==> config.mk <==
export PLATFORM = sky130hd
export DESIGN_NAME = pws_ctrl
export DESIGN_NICKNAME = d
export VERILOG_FILES = /design/src/assert_macros.svh /design/src/pws_pkg.sv /design/src/pws_ctrl.sv
export SDC_FILE = /design/constraint.sdc
export NUM_CORES = 1
export LEC_CHECK = 0
export BUFFER_PORTS_ARGS = -buffer_cell sky130_fd_sc_hd__buf_2
export CORE_MARGIN = 1
export CORE_UTILIZATION = 40
export DETAILED_ROUTE_END_ITERATION = 8
export GPL_TIMING_DRIVEN = 0
export MAX_ROUTING_LAYER = met4
export PLACE_DENSITY = 0.65
export SKIP_CTS_REPAIR_TIMING = 1
export SLEW_MARGIN = 15
export SYNTH_ARGS = -nofsm -noshare
export SYNTH_HDL_FRONTEND = slang
export SYNTH_SLANG_ARGS = --single-unit
==> constraint.sdc <==
create_clock -name clk -period 3.5 [get_ports clk]
set_clock_uncertainty 0.2 [all_clocks]
set_input_delay 0.7 -clock clk [delete_from_list [all_inputs] [get_ports clk]]
set_output_delay 0.7 -clock clk [all_outputs]
set_load 0.005 [all_outputs]
==> src/assert_macros.svh <==
// assertion macros shared by the polyline smoothing rtl
// every macro samples on clk and is disabled while arst_n is low
`ifndef ASSERT_MACROS_SVH
`define ASSERT_MACROS_SVH

// same-cycle implication
`define PWS_ASSERT_IMPLY(label, ante, cons, msg) \
	label: assert property (@(posedge clk) disable iff (!arst_n) (ante) |-> (cons)) \
		else $error(msg);

// next-cycle implication
`define PWS_ASSERT_NEXT(label, ante, cons, msg) \
	label: assert property (@(posedge clk) disable iff (!arst_n) (ante) |=> (cons)) \
		else $error(msg);

`endif

==> src/pws_pkg.sv <==
// types and constants of the polyline smoothing block
// used by pws_ctrl, pws_dp and the top level; no dependencies
package pws_pkg;

	localparam int COORD_W = 32;
	localparam int GAIN_W  = 16;
	localparam int PASS_W  = 8;
	localparam int CFG_W   = 16;

	localparam logic [PASS_W-1:0] PASS_COUNT_RST = 8'd10;
	localparam logic [GAIN_W-1:0] STEP_GAIN_RST  = 16'd131;

	typedef enum logic {
		REG_PASS_COUNT = 1'b0,
		REG_STEP_GAIN  = 1'b1
	} reg_idx_t;

	typedef struct packed {
		logic signed [COORD_W-1:0] x;
		logic signed [COORD_W-1:0] y;
		logic signed [COORD_W-1:0] z;
	} point_t;

	typedef enum logic [1:0] {
		AXIS_X,
		AXIS_Y,
		AXIS_Z
	} axis_t;

	typedef enum logic [4:0] {
		OP_NONE,
		OP_STORE,
		OP_SHIFT,
		OP_ACC_CLR,
		OP_SQUARE,
		OP_ACC_ADD,
		OP_ROOT_GO,
		OP_WGT_LOAD,
		OP_WGT_HALVE,
		OP_MUL_PREV,
		OP_NUM_PREV,
		OP_MUL_NEXT,
		OP_NUM_NEXT,
		OP_DIV_GO,
		OP_GAIN,
		OP_APPLY,
		OP_WRITE,
		OP_EMIT
	} op_t;

	typedef struct packed {
		op_t   op;
		axis_t axis;
	} cmd_t;

	typedef struct packed {
		logic root_busy;
		logic root_done;
		logic div_busy;
		logic div_done;
		logic zero_w;
		logic big_w;
	} sts_t;

endpackage

==> src/pws_ctrl.sv <==
// controller: stroke loading, pass and point sequencing, result emission
// depends on pws_pkg; drives pws_dp through cmd_t and reads sts_t
module pws_ctrl #(
	parameter int MAX_POINTS = 64,
	parameter int AW = 6,
	parameter int CW = 7
) (
	input  logic               clk,
	input  logic               arst_n,
	input  logic               in_valid,
	output logic               in_stall,
	input  logic               last_in,
	output logic               out_valid,
	input  logic               out_stall,
	output logic               last_out,
	output logic               overflowed,
	input  logic [7:0]         pass_count,
	input  pws_pkg::sts_t      sts,
	output pws_pkg::cmd_t      cmd,
	output logic [AW-1:0]      addr
);

	typedef enum logic [4:0] {
		S_LOAD,
		S_PRIME_RD,
		S_PRIME_SH0,
		S_PRIME_SH1,
		S_LINE_RD,
		S_LINE_SH,
		S_DIST_CLR,
		S_DIST_SQ,
		S_DIST_ACC,
		S_ROOT_GO,
		S_ROOT_WAIT,
		S_WGT_LOAD,
		S_WGT_CHK,
		S_MUL1,
		S_NUM1,
		S_MUL2,
		S_NUM2,
		S_DIV_GO,
		S_DIV_WAIT,
		S_GAIN,
		S_APPLY,
		S_WRITE,
		S_STEP,
		S_EMIT_RD,
		S_EMIT_LD
	} state_t;

	state_t         state_q;
	logic [CW-1:0]  count_q;
	logic           ovf_q;
	logic [AW-1:0]  idx_q;
	logic [7:0]     pass_q;
	pws_pkg::axis_t axis_q;
	logic           prime_q;
	logic           out_valid_q;
	logic           last_out_q;
	logic           overflowed_q;

	logic          in_xfer;
	logic          out_xfer;
	logic          out_free;
	logic          full;
	logic [CW-1:0] count_next;
	logic [CW-1:0] count_m1;
	logic [CW-1:0] count_m2;
	logic [AW-1:0] last_idx;
	logic [AW-1:0] last_inner;
	logic [AW-1:0] idx_p1;

	assign in_stall   = (state_q != S_LOAD);
	assign in_xfer    = in_valid && !in_stall;
	assign out_xfer   = out_valid_q && !out_stall;
	assign out_free   = !out_valid_q || !out_stall;
	assign full       = (count_q == CW'(MAX_POINTS));
	assign count_next = full ? count_q : count_q + CW'(1);
	assign count_m1   = count_q - CW'(1);
	assign count_m2   = count_q - CW'(2);
	assign last_idx   = count_m1[AW-1:0];
	assign last_inner = count_m2[AW-1:0];
	assign idx_p1     = idx_q + AW'(1);

	always_comb begin
		cmd.op   = pws_pkg::OP_NONE;
		cmd.axis = axis_q;
		addr     = idx_q;
		unique case (state_q)
			S_LOAD: begin
				addr = count_q[AW-1:0];
				if (in_xfer && !full)
					cmd.op = pws_pkg::OP_STORE;
			end
			S_PRIME_RD:  addr = '0;
			S_PRIME_SH0: begin
				cmd.op = pws_pkg::OP_SHIFT;
				addr   = AW'(1);
			end
			S_PRIME_SH1: cmd.op = pws_pkg::OP_SHIFT;
			S_LINE_RD:   addr = idx_p1;
			S_LINE_SH:   cmd.op = pws_pkg::OP_SHIFT;
			S_DIST_CLR:  cmd.op = pws_pkg::OP_ACC_CLR;
			S_DIST_SQ:   cmd.op = pws_pkg::OP_SQUARE;
			S_DIST_ACC:  cmd.op = pws_pkg::OP_ACC_ADD;
			S_ROOT_GO:   cmd.op = pws_pkg::OP_ROOT_GO;
			S_ROOT_WAIT: ;
			S_WGT_LOAD:  cmd.op = pws_pkg::OP_WGT_LOAD;
			S_WGT_CHK: begin
				if (!sts.zero_w && sts.big_w)
					cmd.op = pws_pkg::OP_WGT_HALVE;
			end
			S_MUL1:      cmd.op = pws_pkg::OP_MUL_PREV;
			S_NUM1:      cmd.op = pws_pkg::OP_NUM_PREV;
			S_MUL2:      cmd.op = pws_pkg::OP_MUL_NEXT;
			S_NUM2:      cmd.op = pws_pkg::OP_NUM_NEXT;
			S_DIV_GO:    cmd.op = pws_pkg::OP_DIV_GO;
			S_DIV_WAIT:  ;
			S_GAIN:      cmd.op = pws_pkg::OP_GAIN;
			S_APPLY:     cmd.op = pws_pkg::OP_APPLY;
			S_WRITE:     cmd.op = pws_pkg::OP_WRITE;
			S_STEP:      ;
			S_EMIT_RD:   ;
			S_EMIT_LD: begin
				if (out_free)
					cmd.op = pws_pkg::OP_EMIT;
			end
			default: ;
		endcase
	end

	always_ff @(posedge clk or negedge arst_n) begin
		if (!arst_n) begin
			state_q      <= S_LOAD;
			count_q      <= '0;
			ovf_q        <= 1'b0;
			idx_q        <= '0;
			pass_q       <= '0;
			axis_q       <= pws_pkg::AXIS_X;
			prime_q      <= 1'b0;
			out_valid_q  <= 1'b0;
			last_out_q   <= 1'b0;
			overflowed_q <= 1'b0;
		end else begin
			// a transfer frees the register unless the next point loads now
			if (out_xfer && cmd.op != pws_pkg::OP_EMIT)
				out_valid_q <= 1'b0;
			unique case (state_q)
				S_LOAD: begin
					if (in_xfer) begin
						if (full)
							ovf_q <= 1'b1;
						else
							count_q <= count_q + CW'(1);
						if (last_in) begin
							pass_q <= '0;
							idx_q  <= '0;
							if (count_next >= CW'(3) && pass_count != 8'd0)
								state_q <= S_PRIME_RD;
							else
								state_q <= S_EMIT_RD;
						end
					end
				end
				S_PRIME_RD:  state_q <= S_PRIME_SH0;
				S_PRIME_SH0: state_q <= S_PRIME_SH1;
				S_PRIME_SH1: begin
					prime_q <= 1'b1;
					idx_q   <= AW'(1);
					state_q <= S_DIST_CLR;
				end
				S_LINE_RD:   state_q <= S_LINE_SH;
				S_LINE_SH:   state_q <= S_DIST_CLR;
				S_DIST_CLR: begin
					axis_q  <= pws_pkg::AXIS_X;
					state_q <= S_DIST_SQ;
				end
				S_DIST_SQ:   state_q <= S_DIST_ACC;
				S_DIST_ACC: begin
					unique case (axis_q)
						pws_pkg::AXIS_X: begin
							axis_q  <= pws_pkg::AXIS_Y;
							state_q <= S_DIST_SQ;
						end
						pws_pkg::AXIS_Y: begin
							axis_q  <= pws_pkg::AXIS_Z;
							state_q <= S_DIST_SQ;
						end
						default:         state_q <= S_ROOT_GO;
					endcase
				end
				S_ROOT_GO:   state_q <= S_ROOT_WAIT;
				S_ROOT_WAIT: begin
					if (sts.root_done) begin
						// priming only yields the first edge length
						prime_q <= 1'b0;
						state_q <= prime_q ? S_LINE_RD : S_WGT_LOAD;
					end
				end
				S_WGT_LOAD:  state_q <= S_WGT_CHK;
				S_WGT_CHK: begin
					if (sts.zero_w) begin
						state_q <= S_STEP;
					end else if (!sts.big_w) begin
						axis_q  <= pws_pkg::AXIS_X;
						state_q <= S_MUL1;
					end
				end
				S_MUL1:      state_q <= S_NUM1;
				S_NUM1:      state_q <= S_MUL2;
				S_MUL2:      state_q <= S_NUM2;
				S_NUM2:      state_q <= S_DIV_GO;
				S_DIV_GO:    state_q <= S_DIV_WAIT;
				S_DIV_WAIT: begin
					if (sts.div_done)
						state_q <= S_GAIN;
				end
				S_GAIN:      state_q <= S_APPLY;
				S_APPLY: begin
					unique case (axis_q)
						pws_pkg::AXIS_X: begin
							axis_q  <= pws_pkg::AXIS_Y;
							state_q <= S_MUL1;
						end
						pws_pkg::AXIS_Y: begin
							axis_q  <= pws_pkg::AXIS_Z;
							state_q <= S_MUL1;
						end
						default:         state_q <= S_WRITE;
					endcase
				end
				S_WRITE:     state_q <= S_STEP;
				S_STEP: begin
					if (idx_q == last_inner) begin
						if (pass_q == 8'(pass_count - 8'd1)) begin
							pass_q  <= '0;
							idx_q   <= '0;
							state_q <= S_EMIT_RD;
						end else begin
							pass_q  <= pass_q + 8'd1;
							state_q <= S_PRIME_RD;
						end
					end else begin
						idx_q   <= idx_p1;
						state_q <= S_LINE_RD;
					end
				end
				S_EMIT_RD:   state_q <= S_EMIT_LD;
				S_EMIT_LD: begin
					if (out_free) begin
						out_valid_q  <= 1'b1;
						last_out_q   <= (idx_q == last_idx);
						overflowed_q <= ovf_q;
						if (idx_q == last_idx) begin
							count_q <= '0;
							ovf_q   <= 1'b0;
							idx_q   <= '0;
							state_q <= S_LOAD;
						end else begin
							idx_q   <= idx_p1;
							state_q <= S_EMIT_RD;
						end
					end
				end
				default:     state_q <= S_LOAD;
			endcase
		end
	end

	assign out_valid  = out_valid_q;
	assign last_out   = last_out_q;
	assign overflowed = overflowed_q;

endmodule

==> impl_metrics.ini, run 1 <==
[status]
status = finished clean

[pwr]
power_density_nw_per_um2 = 674
cell_leakage_power_nw = 1.54
ir_drop_mv = 0.301
report.power.total_mw = 2.40

[grt]
use_met1_pct = 32.2
grt_max_degree = 34
grt.total_usage_pct = 24.0
global_route.peak_usage_layer = met2
grt_pass1_wl_um = 15500
groute.layer.met3.usage_pct = 3.45
gr-usage-met2_pct = 36.6
initial_antenna_violation_count = 0
grt_pass1_vias = 3113
grt_overflow_total = 0

[logic_synthesis]
synth.lib_cells_used.distinct = 71
ys_top_cells_by_count = 46 x nand2_1, 45 x nor2_1, 35 x o21ai_0
synthesis.area_um2 = 3160
main_combinational_cell_family_by_area_after_synthesis = compound AO/OA/AOI/OAI gates
synth-main-ff-cell = dfrtp_1
syn_nets = 436
post_synth_main_area_contributors = dfrtp_1 26%, o21ai_0 5.5%, nand2_1 5.5%, nor2_1 5.3%, ha_1 4.4%
yosysMostFrequentCell = nand2_1
synth_edf_count = 0
synth-seq-area-share_pct = 26.1
async_flop_share_pct = 100
netlist.top_cell.by_area = dfrtp_1
syn_inst = 406
post_synth_mux_area_share_pct = 2.65
synth-seq-cells = 33
syn_area_per_cell_um2 = 7.78
share_of_synthesized_cell_area_in_full_adder_half_adder_and_majority_cells_pct = 4.35
post_synth_xor_area_fraction_pct = 8.00
synth_top_cell_area_share_pct = 26.1
compound_cell_area_share_of_the_yosys_netlist_pct = 27.6
synth_warnings = 0
post_synthesis_simple_gate_area_fraction_pct = 25.9

[sta]
number_of_max_slew_violations_in_the_final_report = 0
setup-tns-final_ps = 0
rsz0062_at_grt = true
final.setup.worst_slack_ps = 206
worst_hold_slack_ps = 288
min_period_over_period_pct = 94.1
fin_crit_ps = 3290
setup_viol = 0
max_slew.worst_pin.slew_ps = 815
maxSlewHeadroom_pct = 45.7
finalHoldViolCount = 0
max_clock_freq_mhz = 304

[layout]
syn_to_final_growth_pct = 12.5
fill_cells = 820
layoutNonFillerInstCount = 549
nets = 476
diodes = 0
layout-drive-gt1-share_pct = 16.3

[cts]
cts_num_sinks = 33
clk_pin_slew_ps = 70
clkLatencyLatePin_ps = 290
cts.root.buffer_cell = clkbuf_8
cts_tree = done
tritoncts.num_buffers = 5
clockBufferDepth = 2
htreeDepth = 2

[routing]
route.detailed.vias_per_inst = 5.95
routed_wirelength_um = 9300
ant_nets = 0
dr.pass1.iters = 5
dr.first_iter.drc_count = 271
avgRoutedWirePerCell_um = 16.9
drc = 0
num_vias = 3265

[setup_path]
critical-path-top-delay-family = buffers and inverters
critical_path_class = flop to primary output
list_of_cells_traversed_by_the_critical_path = clkbuf_1, clkbuf_1, nor2b_1, nor2_1, nor2_1, a221oi_1, o22ai_1, buf_2
cpMaxStageDelayCell = dfrtp_1
rrSetupSlack_ps = 430
setup.worst_path.end_class = primary output
crit_path_start_kind = flop
critical-path-max-stage-delay_ps = 420
crit_path_arrival_time_ps = 2390
timing.critical_path.fanout_max = 10
critPathBufInv = 3
data_required_time_at_the_worst_endpoint_ps = 2600

[floorplan]
io-pin-count = 36
std_cell_rows = 32
starting_density_of_the_core_pct = 41.1
die_width_um = 90.9
design.die.area_um2 = 8260
core_area_um2 = 7690
floorplan.die.height_um = 90.9

[placement]
gpl.final_weighted_congestion = 0.976
dpl_worst_slack_ps = 85.7
port_buffers = 33
placedCellCount = 541
hpwl_um = 6910

[job]
max_cap_viol_count = 0

[worst_hold_path]
timing.hold.worst.class = flop to flop
worst paths after layout:
check | from | end | depth (start not counted)
min in group asynchronous | arst_n | out_valid$_DFF_PN0_ | 1
max reg2reg | count_q[1]$_DFFE_PN0P_ | state_q[4]$_DFFE_PN0P_ | 9
max in group asynchronous | arst_n | pass_q[3]$_DFFE_PN0P_ | 1
min | last_out$_DFFE_PN0P_ | last_out$_DFFE_PN0P_ | 2
min reg2reg | last_out$_DFFE_PN0P_ | last_out$_DFFE_PN0P_ | 2
max | state_q[0]$_DFFE_PN0P_ | cmd[3] | 8
power breakdown:
group          internal [mW]  switching, mW
Combinational          0.560          0.963
Sequential             0.455         0.0932
Clock                  0.178          0.149
metal layers:
metal  wire length (um)  up-vias
li1                   -     1567
met1               4320     1548
met2               4160      129
met3                563       21
met4                266        0
met5                  0        -
state kept, by name, indices dropped and copies added, names as in the netlist:
signal / cells
state_q: 5
last_out: 1
out_valid: 1
overflowed: 1
prime_q: 1
count_q: 7
idx_q: 6
ovf_q: 1
axis_q: 2
pass_q: 8
worst register-to-register path, cell delays in order (launching register included):
cell	delay (ps)
dfrtp_1	490
inv_1	200
ha_1	240
a21boi_1	260
xnor2_1	150
nand3_1	140
a211oi_4	480
o21ai_0	180
a2111oi_0	430
mux2i_1	160
cell type report:
cell class / instances / area (um^2) / area share (%)
well taps: 102 / 128 / 3.59
repair buffers: 33 / 165 / 4.64
flip-flops and latches: 33 / 826 / 23.2
inverters: 17 / 63.8 / 1.79
clock inverters: 1 / 5.00 / 0.141
multi-input cells: 336 / 2170 / 60.9
clock buffers: 7 / 96.3 / 2.71
plain buffers: 20 / 108 / 3.02
logic make-up after synthesis:
logic type                 count (synthesis)
AOI/OAI and AO/OA                        123
xor gates and xnor gates                  28
adders and majority gates                 11
buffers and inverters                     37
DFF                                       33
muxes                                      8
and+or+nand+nor                          166
metrics by stage:
| step | cell area (um^2) | utilization, % |
|---|---|---|
| 6_report | 3560 | 46.3 |
| 5_1_grt | 3560 | 46.3 |
| 4_1_cts | 3550 | 46.2 |
| 3_5_place_dp | 3450 | 44.9 |
| 3_3_place_gp | 3450 | 44.9 |
| 2_1_floorplan | 3160 | - |
layout by cell type (no fill, tap or decap), drive strengths merged, types with 5 or more instances in the layout:
| cell type | count |
|---|---|
| dfrtp | 33 |
| mux2i | 5 |
| inv | 17 |
| o221ai | 6 |
| xnor2 | 13 |
| o22ai | 7 |
| a21oi | 23 |
| nor3 | 14 |
| a31oi | 5 |
| xor2 | 15 |
| clkbuf | 16 |
| buf | 44 |
| and3 | 5 |
| nor2 | 48 |
| ha | 11 |
| nand3 | 20 |
| a32oi | 5 |
| nand2b | 8 |
| nand2 | 46 |
| o21ai | 37 |
| nand4 | 5 |
No activity file was read; power rests on OpenSTA's default activity.
==> run 2, diff against run 1 <==
--- a/config.mk
+++ b/config.mk
@@ -10,10 +10,9 @@
 export CORE_UTILIZATION = 40
 export DETAILED_ROUTE_END_ITERATION = 8
 export GPL_TIMING_DRIVEN = 0
-export MAX_ROUTING_LAYER = met4
 export PLACE_DENSITY = 0.65
 export SKIP_CTS_REPAIR_TIMING = 1
-export SLEW_MARGIN = 15
+export SLEW_MARGIN = 25
 export SYNTH_ARGS = -nofsm -noshare
 export SYNTH_HDL_FRONTEND = slang
 export SYNTH_SLANG_ARGS = --single-unit
==> run 2 against run 1 <==
Critical path depth shrank 3. Fmax rose by 2.2%. Critical path type unchanged. Wire length fell by 2.6%. Worst setup slack better by 71 ps. Die area did not move. Clock-buffer cell count unchanged. Clock power shrank 2%. Combinational power about the same.
==> impl_metrics.ini, run 2 (same netlist as run 1, synthesis figures left out) <==
[pwr]
share_comb_of_total_power_pct = 63.7
intPower_mw = 1.19
ir_drop_mv = 0.343
power_frac_clock_pct = 13.5
power_density_nw_per_um2 = 671
switching_power_mw = 1.19
power.switching_fraction_pct = 50.0
cell_leakage_power_nw = 1.54
share_seq_of_total_power_pct = 22.8

[setup_path]
timing.critical_path.fanout_max = 9
setup.worst_path.end_class = primary output
crit_path_arrival_time_ps = 2320
data_required_time_at_the_worst_endpoint_ps = 2600
critical_path_class = flop to primary output
crit_path_start_kind = flop

[layout]
fill_cells = 786
registers.top_by_ff_count = pass_q
largest_register_ffs = 8
layout-drive-gt1-share_pct = 16.3
most-common-layout-cells = 46 x nand2_1, 45 x nor2_1, 39 x buf_2
syn_to_final_growth_pct = 12.5
nets = 476
reg.largest.list = pass_q x8, count_q x7, idx_q x6
layout_commonest_cell = nand2_1
diodes = 0

[cts]
htreeDepth = 2
clk_pin_slew_ps = 70
clockBufferDepth = 2
cts_num_sinks = 33
tritoncts.num_buffers = 5
cts.root.buffer_cell = clkbuf_8
clkLatencyLatePin_ps = 280
cts_tree = done

[sta]
maxSlewHeadroom_pct = 47.2
finalHoldViolCount = 0
setup_viol = 0
min_period_over_period_pct = 92.1
worst_hold_slack_ps = 286
max_clock_freq_mhz = 310
max_slew.worst_pin.slew_ps = 792
fin_crit_ps = 3220
number_of_max_slew_violations_in_the_final_report = 0
setup-tns-final_ps = 0
rsz0062_at_grt = false

[routing]
dr.first_iter.drc_count = 281
route.detailed.vias_per_inst = 5.93
routed_wirelength_um = 9060
avgRoutedWirePerCell_um = 16.5
ant_nets = 0
dr.pass1.iters = 5
drc = 0
num_vias = 3255

[placement]
hpwl_um = 6860
gpl.final_weighted_congestion = 0.948
port_buffers = 33

[grt]
grt.total_usage_pct = 22.5
grt_pass1_wl_um = 14900
grt_overflow_total = 0
initial_antenna_violation_count = 0
grt_pass1_vias = 3014
grt_max_degree = 34

[status]
status = finished clean

[floorplan]
std_cell_rows = 32
io-pin-count = 36
die_width_um = 90.9
starting_density_of_the_core_pct = 41.1
design.die.area_um2 = 8260
core_area_um2 = 7690
floorplan.die.height_um = 90.9

[job]
max_cap_viol_count = 0

[worst_hold_path]
timing.hold.worst.class = input pin to async pin
run 2: cell counts in the layout (fill, tap and decap cells not counted):
Identical to the previous run, type by type.
run 2: metal layers:
layer  routed length, um  share of wire (%)  up-vias  GRT usage [%]
met5                   0                  0        -              0
met4                 213                2.4        0           9.13
met3                 531                5.9       17           3.28
met2                4080                 45      136           35.5
met1                4240                 47     1530           30.8
li1                    -                  -     1572              -
run 2: power by group through the flow:
stage	sequential, mW	clock (mW)	combinational [mW]
after floorplan	0.528	0	1.09
after global placement	0.549	0	1.49
after detailed placement	0.552	0	1.49
after CTS	0.545	0.330	1.50
after global routing	0.556	0.349	1.66
final	0.545	0.322	1.52
run 2: per-stage QoR:
step	power, mW	std cells	instance area, um^2	worst slack (ps)	utilization (%)
2_1_floorplan	1.62	406	3160	598	-
3_3_place_gp	2.04	541	3450	87.3	44.9
3_5_place_dp	2.04	541	3450	43.6	44.9
5_1_grt	2.57	549	3560	56.5	46.3
4_1_cts	2.37	549	3550	198	46.2
6_report	2.39	549	3560	277	46.3
run 2: layout make-up:
type,instances,area [um^2],share of cell area (%)
multi-input combinational,336,2160,60.8
sequential,33,826,23.2
timing repair buffer,33,165,4.64
tap,102,128,3.59
buffer,20,109,3.06
clock buffer,7,96.3,2.71
inverter,17,63.8,1.79
clock inverter,1,5.00,0.141
run 2: path summary, 6_finish.rpt:
path	start	end	slack, ps	depth (start not counted)
max reg2reg	count_q[2]$_DFFE_PN0P_	state_q[4]$_DFFE_PN0P_	280	10
max	state_q[4]$_DFFE_PN0P_	addr[1]	280	5
min reg2reg	last_out$_DFFE_PN0P_	last_out$_DFFE_PN0P_	290	2
min	arst_n	out_valid$_DFF_PN0_	290	1
min in group clk	last_out$_DFFE_PN0P_	last_out$_DFFE_PN0P_	290	2
max in group asynchronous	arst_n	axis_q[0]$_DFFE_PN0P_	2300	1
run 2: critical path, stage by stage, from the launching register on:
cell and delay (ps):
dfrtp_1 380, or3_1 460, nor3_4 490, inv_1 240
o221ai_1 300, buf_2 160
